--- src/hw/rtl/cra_pkg.sv ---
package cra_pkg;

  localparam int unsigned MaxRegions = 32;
  localparam int unsigned IdxW       = $clog2(MaxRegions);
  localparam int unsigned CntW       = $clog2(MaxRegions + 1);
  localparam int unsigned AddrW      = 21;
  localparam logic [AddrW-1:0] MemSize = AddrW'(1048576);

  localparam logic FuncRequest = 1'b0;
  localparam logic FuncRelease = 1'b1;

  localparam logic [1:0] StOk      = 2'd0;
  localparam logic [1:0] StBadSize = 2'd1;
  localparam logic [1:0] StNoSpace = 2'd2;
  localparam logic [1:0] StFull    = 2'd3;

  typedef struct packed {
    logic [AddrW-1:0] start_addr;
    logic [AddrW-1:0] end_addr;
    logic [7:0]       owner;
  } region_t;

endpackage

--- src/hw/rtl/contiguous_region_allocator_top.sv ---
// Contiguous region allocator, first fit or best fit, over a 1M-unit space.
// Command channel: drive func_i, owner_id_i, req_size_i and fit_mode_i with
// start_i high; the command is taken at a clock edge where busy_o is low.
// busy_o stays high until the reply. The reply (status_o, start_addr_o,
// end_addr_o) is shown for one cycle with done_o high; it cannot be held off.
// The region table lives in one RAM with a registered read port; a single
// sequencer reads, then evaluates, one entry at a time with one shared subtract/compare.
// Request: size and fullness checks, then a scan of up to N+1 holes (N
// regions in use), a read and an evaluate step per entry, then a shift of
// the table upward from the insertion point, a read and a write per moved
// entry, then the write of the new entry.
// Release: one compacting read/write pass over the table.
// Bad-size and table-full replies follow the checks directly. The next
// command may start in the cycle after done_o.
// Reset empties the table (region count to zero); no RAM clearing is done,
// so commands are accepted right after reset.
module contiguous_region_allocator_top (
  input  logic        clk_i,
  input  logic        rst_ni,
  input  logic        start_i,
  output logic        busy_o,
  input  logic        func_i,
  input  logic [7:0]  owner_id_i,
  input  logic [20:0] req_size_i,
  input  logic        fit_mode_i,
  output logic        done_o,
  output logic [1:0]  status_o,
  output logic [19:0] start_addr_o,
  output logic [20:0] end_addr_o
);

  localparam logic [3:0] SIdle   = 4'd0;
  localparam logic [3:0] SCheck  = 4'd1;
  localparam logic [3:0] SScanRd = 4'd2;
  localparam logic [3:0] SScanEv = 4'd3;
  localparam logic [3:0] SShRd   = 4'd4;
  localparam logic [3:0] SShWr   = 4'd5;
  localparam logic [3:0] SIns    = 4'd6;
  localparam logic [3:0] SRelRd  = 4'd7;
  localparam logic [3:0] SRelEv  = 4'd8;
  localparam logic [3:0] SDone   = 4'd9;

  localparam int unsigned IdxW  = cra_pkg::IdxW;
  localparam int unsigned CntW  = cra_pkg::CntW;
  localparam int unsigned AddrW = cra_pkg::AddrW;

  logic [3:0]      state_q, state_d;
  logic [CntW-1:0] count_q, count_d;
  logic [CntW-1:0] i_q, i_d;
  logic [CntW-1:0] w_q, w_d;
  logic            func_q;
  logic [7:0]      owner_q;
  logic [AddrW-1:0] size_q;
  logic            best_q;
  logic [AddrW-1:0] prev_end_q, prev_end_d;
  logic            found_q, found_d;
  logic [CntW-1:0] pick_pos_q, pick_pos_d;
  logic [AddrW-1:0] pick_start_q, pick_start_d;
  logic [AddrW-1:0] pick_hole_q, pick_hole_d;
  logic [1:0]      status_q, status_d;
  logic [AddrW-1:0] rs_q, rs_d, re_q, re_d;

  logic            we;
  logic [IdxW-1:0] waddr, raddr;
  cra_pkg::region_t wdata, rdata;

  cra_ram #(.Width($bits(cra_pkg::region_t)), .Depth(cra_pkg::MaxRegions)) u_ram (
    .clk_i  (clk_i),
    .we_i   (we),
    .waddr_i(waddr),
    .wdata_i(wdata),
    .raddr_i(raddr),
    .rdata_o(rdata)
  );

  // shared hole unit: next bound minus previous end, compared to the size
  logic [AddrW-1:0] next_bound, hole;
  logic             hole_fits;
  always_comb begin
    next_bound = (i_q < count_q) ? rdata.start_addr : cra_pkg::MemSize;
    hole       = (next_bound >= prev_end_q) ? next_bound - prev_end_q : '0;
    hole_fits  = hole >= size_q;
  end

  always_comb begin
    state_d      = state_q;
    count_d      = count_q;
    i_d          = i_q;
    w_d          = w_q;
    prev_end_d   = prev_end_q;
    found_d      = found_q;
    pick_pos_d   = pick_pos_q;
    pick_start_d = pick_start_q;
    pick_hole_d  = pick_hole_q;
    status_d     = status_q;
    rs_d         = rs_q;
    re_d         = re_q;
    we           = 1'b0;
    waddr        = w_q[IdxW-1:0];
    wdata        = rdata;
    raddr        = i_q[IdxW-1:0];
    unique case (state_q)
      SIdle: begin
        if (start_i) begin
          i_d        = '0;
          w_d        = '0;
          prev_end_d = '0;
          found_d    = 1'b0;
          rs_d       = '0;
          re_d       = '0;
          status_d   = cra_pkg::StOk;
          state_d    = (func_i == cra_pkg::FuncRelease) ? SRelRd : SCheck;
        end
      end
      SCheck: begin
        if (size_q == '0 || size_q > cra_pkg::MemSize) begin
          status_d = cra_pkg::StBadSize;
          state_d  = SDone;
        end else if (count_q >= CntW'(cra_pkg::MaxRegions)) begin
          status_d = cra_pkg::StFull;
          state_d  = SDone;
        end else begin
          state_d = SScanRd;
        end
      end
      SScanRd: state_d = SScanEv;
      SScanEv: begin
        if (hole_fits && (!found_q || (best_q && hole < pick_hole_q))) begin
          found_d      = 1'b1;
          pick_pos_d   = i_q;
          pick_start_d = prev_end_q;
          pick_hole_d  = hole;
        end
        prev_end_d = rdata.end_addr;
        if ((hole_fits && !best_q) || i_q == count_q) begin
          if (hole_fits || found_q) begin
            i_d     = count_q;
            state_d = (count_q == (hole_fits && (!found_q || (best_q && hole < pick_hole_q))
                       ? i_q : pick_pos_q)) ? SIns : SShRd;
            if (hole_fits && (!found_q || (best_q && hole < pick_hole_q))) begin
              pick_pos_d = i_q;
            end
          end else begin
            status_d = cra_pkg::StNoSpace;
            state_d  = SDone;
          end
        end else begin
          i_d     = i_q + 1'b1;
          state_d = SScanRd;
        end
      end
      SShRd: begin
        raddr   = IdxW'(i_q - 1'b1);
        state_d = SShWr;
      end
      SShWr: begin
        we    = 1'b1;
        waddr = i_q[IdxW-1:0];
        i_d   = i_q - 1'b1;
        state_d = (i_q - 1'b1 == pick_pos_q) ? SIns : SShRd;
      end
      SIns: begin
        we               = 1'b1;
        waddr            = pick_pos_q[IdxW-1:0];
        wdata.start_addr = pick_start_q;
        wdata.end_addr   = pick_start_q + size_q;
        wdata.owner      = owner_q;
        count_d          = count_q + 1'b1;
        rs_d             = pick_start_q;
        re_d             = pick_start_q + size_q;
        state_d          = SDone;
      end
      SRelRd: begin
        if (i_q == count_q) begin
          count_d = w_q;
          state_d = SDone;
        end else begin
          state_d = SRelEv;
        end
      end
      SRelEv: begin
        if (rdata.owner != owner_q) begin
          we  = 1'b1;
          w_d = w_q + 1'b1;
        end
        i_d     = i_q + 1'b1;
        state_d = SRelRd;
      end
      SDone: state_d = SIdle;
      default: state_d = SIdle;
    endcase
  end

  always_ff @(posedge clk_i or negedge rst_ni) begin
    if (!rst_ni) begin
      state_q <= SIdle;
      count_q <= '0;
    end else begin
      state_q <= state_d;
      count_q <= count_d;
    end
  end

  always_ff @(posedge clk_i) begin
    if (state_q == SIdle && start_i) begin
      func_q  <= func_i;
      owner_q <= owner_id_i;
      size_q  <= req_size_i;
      best_q  <= fit_mode_i;
    end
    i_q          <= i_d;
    w_q          <= w_d;
    prev_end_q   <= prev_end_d;
    found_q      <= found_d;
    pick_pos_q   <= pick_pos_d;
    pick_start_q <= pick_start_d;
    pick_hole_q  <= pick_hole_d;
    status_q     <= status_d;
    rs_q         <= rs_d;
    re_q         <= re_d;
  end

  assign busy_o       = (state_q != SIdle);
  assign done_o       = (state_q == SDone);
  assign status_o     = (func_q == cra_pkg::FuncRelease) ? cra_pkg::StOk : status_q;
  assign start_addr_o = rs_q[19:0];
  assign end_addr_o   = re_q;

endmodule

--- src/hw/rtl/cra_ram.sv ---
module cra_ram #(
  parameter int unsigned Width = 8,
  parameter int unsigned Depth = 32
) (
  input  logic                     clk_i,
  input  logic                     we_i,
  input  logic [$clog2(Depth)-1:0] waddr_i,
  input  logic [Width-1:0]         wdata_i,
  input  logic [$clog2(Depth)-1:0] raddr_i,
  output logic [Width-1:0]         rdata_o
);

  logic [Width-1:0] mem_q [Depth];

  always_ff @(posedge clk_i) begin
    if (we_i) begin
      mem_q[waddr_i] <= wdata_i;
    end
    rdata_o <= mem_q[raddr_i];
  end

endmodule

--- config.mk ---
export PLATFORM = sky130hd
export DESIGN_NAME = contiguous_region_allocator_top
export DESIGN_NICKNAME = d
export VERILOG_FILES = /design/src/hw/rtl/cra_pkg.sv /design/src/hw/rtl/contiguous_region_allocator_top.sv /design/src/hw/rtl/cra_ram.sv
export SDC_FILE = /design/constraint.sdc
export NUM_CORES = 2
export LEC_CHECK = 0
export CAP_MARGIN = 10
export CORE_MARGIN = 2
export CORE_UTILIZATION = 45
export CTS_CLUSTER_SIZE = 30
export DETAILED_ROUTE_END_ITERATION = 10
export DONT_BUFFER_PORTS = 1
export GPL_TIMING_DRIVEN = 0
export PLACE_DENSITY = 0.7
export SKIP_CTS_REPAIR_TIMING = 1
export SYNTH_ARGS = -nofsm -noshare
export SYNTH_HDL_FRONTEND = slang
export SYNTH_SLANG_ARGS = --single-unit
--- constraint.sdc ---
create_clock -name clk_i -period 12.5 [get_ports clk_i]
set_input_delay 0.625 -clock clk_i [delete_from_list [all_inputs] [get_ports clk_i]]
set_output_delay 0.625 -clock clk_i [all_outputs]
set_load 0.02 [all_outputs]
==> impl_metrics.json <==
{
  "sequential_share_of_the_synthesized_area_pct": 74.6,
  "combinational_fraction_of_design_power_pct": 38.2,
  "seqPwrFrac_pct": 38.7,
  "grt_antenna_before_repair": 10,
  "synthesized_area_per_cell_um2": 21.0,
  "die-area_um2": 164000,
  "design.core.area_um2": 160000,
  "initial_utilization_pct": 45.2,
  "route.final.wire_length_um": 184000,
  "first_pass_detailed_route_iteration_total": 6,
  "nets": 3855,
  "layout_min_cycle_time_ns": 8.03,
  "clock_tree_from_tritoncts": "yes",
  "register_bit_total_from_synthesis": 1816,
  "cts-buffers-inserted": 172,
  "clk_network_pwr_share_pct": 23.1,
  "critPathLaunchType": "flop",
  "worst_r2r_startpoint": "count_q[3]",
  "gp_routability_congestion": 0.923,
  "half_perimeter_wire_length_after_detailed_placement_um": 119000,
  "syn_area_um2": 72400,
  "gr-total-overflow": 0,
  "worst-path-max-fanout": 31,
  "cts.clk_slew.worst_paths_ns": 0.07,
  "grt_first_pass_wirelength_um": 260000,
  "avgViaCountPerCell": 5.99,
  "clockBufferDepth": 3,
  "maxCapViolations": 0,
  "grt_pass1_vias": 36100,
  "largest_area_contributor_in_the_netlist": "edfxtp_1",
  "drt_iter0_markers": 4921,
  "timing_hold_violations_final": 0,
  "drc": 0,
  "synth_edf_count": 1756,
  "clock_sink_count": 1816,
  "cts_max_level": 4,
  "outcome": "finished, final reports clean",
  "slew_headroom_pct": 13.2,
  "number_of_different_library_cells_in_the_post_synthesis_netlist": 67,
  "net-switching-power_mw": 7.51,
  "io_pins": 79,
  "final.setup.tns_ns": 0,
  "synth-warning-count": 0,
  "die_x_um": 405,
  "rows": 147,
  "slack_of_the_worst_reg_to_reg_path_ns": 4.47,
  "clockRootBuffer": "clkbuf_16",
  "grt_setup_unrepaired": "no",
  "power_density_nw_per_um2": 267,
  "grt_start_max_net_pins": 33,
  "power.ir.vdd_worst_v": 0.000164,
  "timing.critical_path.to_type": "flop",
  "wl_per_cell_um": 30.5,
  "critical_path_class": "reg2reg",
  "synthDominantCellAreaShare_pct": 72.8,
  "achievable-frequency_mhz": 124,
  "tightest_slew_ns": 1.30,
  "drive_gt1_share_pct": 25.2,
  "synthesis.nets": 3568,
  "finalMaxSlewViolations": 0,
  "crit_path_start": "count_q[3]",
  "syn_inst": 3439,
  "worst-endpoint-arrival_ns": 8.52,
  "die_h_um": 405,
  "track_usage_pct": 22.5,
  "asyncSetResetFlopFracSynth_pct": 0.551,
  "num_vias": 36200,
  "netSwitchingFraction_pct": 33.9,
  "postRouteAntennaNets": 0,
  "place.detailed.instances": 5679,
  "setup-violations-final": 0,
  "layout_area_overhead_pct": 14.5,
  "synth_flop_cell": "edfxtp_1",
  "finalNonFillerCells": 6031,
  "p_int_mw": 14.6,
  "power.leakage_nw": 26.8,
  "finalCritPeriodShare_pct": 64.3,
  "port_buffers": 0,
  "clock_insertion_delay_worst_skew_ns": 0.82,
  "cp_data_required_time_ns": 12.99,
  "worst_hold_launch": "start_i",
  "synth.top_cells.by_area": "edfxtp_1 73%, mux4_2 16%, ha_1 1.6%, dfxtp_1 1.4%, mux2_2 0.78%",
  "fin_worst_skew_ns": 0.0291,
  "min-delay-path-class": "in2reg"
}
==> layout by cell type (no fill, tap or decap), types with 55 or more instances in the layout <==
master,Yosys,routed
a21o_1,59,59
a21oi_1,55,55
and2_1,67,67
buf_12,0,55
clkbuf_1,105,131
clkbuf_16,0,175
edfxtp_1,1756,1756
ha_1,93,93
inv_1,87,86
mux4_2,500,500
nand2_1,94,93
nor2_1,111,78
==> stage by stage <==
stage | total power [mW] | instance area, um^2 | setup slack, ns | util, % | hold slack [ns]
floorplan | 14.2 | 72400 | 4.84 | - | 0.329
global placement | 16.8 | 75100 | 2.30 | 46.9 | 0.331
detailed placement | 17.1 | 77000 | 4.66 | 48.1 | 0.331
CTS | 22.2 | 82600 | 4.58 | 51.5 | -0.551
global route | 23.0 | 82900 | 3.79 | 51.7 | 0.226
finish | 22.1 | 82900 | 4.47 | 51.7 | 0.207
==> power groups by stage <==
stage	Clock, mW	Combinational (mW)	Sequential (mW)
2_1_floorplan	0	5.69	8.49
3_3_place_gp	0	8.05	8.70
3_5_place_dp	0	8.41	8.67
4_1_cts	5.18	8.45	8.54
5_1_grt	5.41	8.99	8.58
6_report	5.12	8.44	8.55
==> flip-flops by register name, indices dropped and copies added (netlist names), named ones only <==
name           count
found_q            1
best_q             1
i_q                6
func_q             1
pick_start_q      21
state_q            4
u_ram.rdata_o     50
prev_end_q        21
owner_q            8
w_q                6
status_q           2
u_ram.mem_q     1600
rs_q              20
size_q            21
end_addr_o        21
count_q            6
pick_hole_q       21
==> final cells by class <==
cell class	count	area, um^2
clock buffers	218	4660
fillers	12200	77300
repair buffers	113	1980
flip-flops and latches	1816	54000
inverters	87	327
clock inverters	99	863
multi-input cells	1384	17800
well taps	2160	2700
diodes	2	5.00
plain buffers	152	628
==> cell families after synthesis <==
logic type | count (synthesis) | synth area share [%]
simple gates | 403 | 2.77
xor+xnor | 64 | 0.774
flops | 1816 | 74.6
mux | 560 | 16.5
buf+inv | 239 | 1.31
fa+ha+maj | 95 | 1.66
compound gates | 262 | 2.43
==> path summary, 6_finish.rpt <==
| path | depth (start not counted) | endpoint |
|---|---|---|
| setup / recovery | 27 | pick_start_q[2] |
| hold / removal | 3 | state_q[0] |
| setup reg to reg | 27 | pick_start_q[2] |
| hold reg to reg | 0 | pick_start_q[18] |
| max in group asynchronous | 1 | count_q[5] |
| min in group asynchronous | 1 | state_q[3] |
==> cell usage after synthesis (23+ instances only) <==
cell type / instances
clkbuf_1: 105
nand3_1: 28
and2_1: 67
mux4_2: 500
buf_2: 41
xor2_1: 23
ha_1: 93
o21ai_0: 45
nand2_1: 94
mux2_2: 50
xnor2_1: 41
edfxtp_1: 1756
nor2_1: 111
a21oi_1: 55
inv_1: 87
dfxtp_1: 50
a21o_1: 59
==> routing by layer <==
layer	routed length (um)	vias up	global-route usage, %
met1	69900	18900	30.2
met5	27	-	0
met2	87400	2025	35.6
li1	-	14800	-
met4	7590	4	9.37
met3	18700	351	5.18
==> worst max-delay path, stage by stage, from the launching register on <==
cell and delay (ns):
dfrtp_1 0.33, clkbuf_1 0.33, inv_1 0.14, ha_1 0.34, a21o_1 0.17, a21o_1 0.18
a221oi_1 0.47, clkbuf_1 0.39, and2_1 0.19, ha_1 0.29, a21o_1 0.25, a2111oi_0 0.37
o21ai_0 0.15, a31oi_1 0.31, and2_1 0.17, clkbuf_1 0.37, clkbuf_1 0.40, nor2_1 0.18
ha_1 0.35, a2111oi_0 0.38, o221ai_1 0.20, o211ai_1 0.14, and4b_1 0.21, o211ai_1 0.19
o21ai_0 0.30, nand2_1 0.17, nor2_4 0.41, buf_12 0.28
Note: power is estimated with default switching activity, not from simulation.
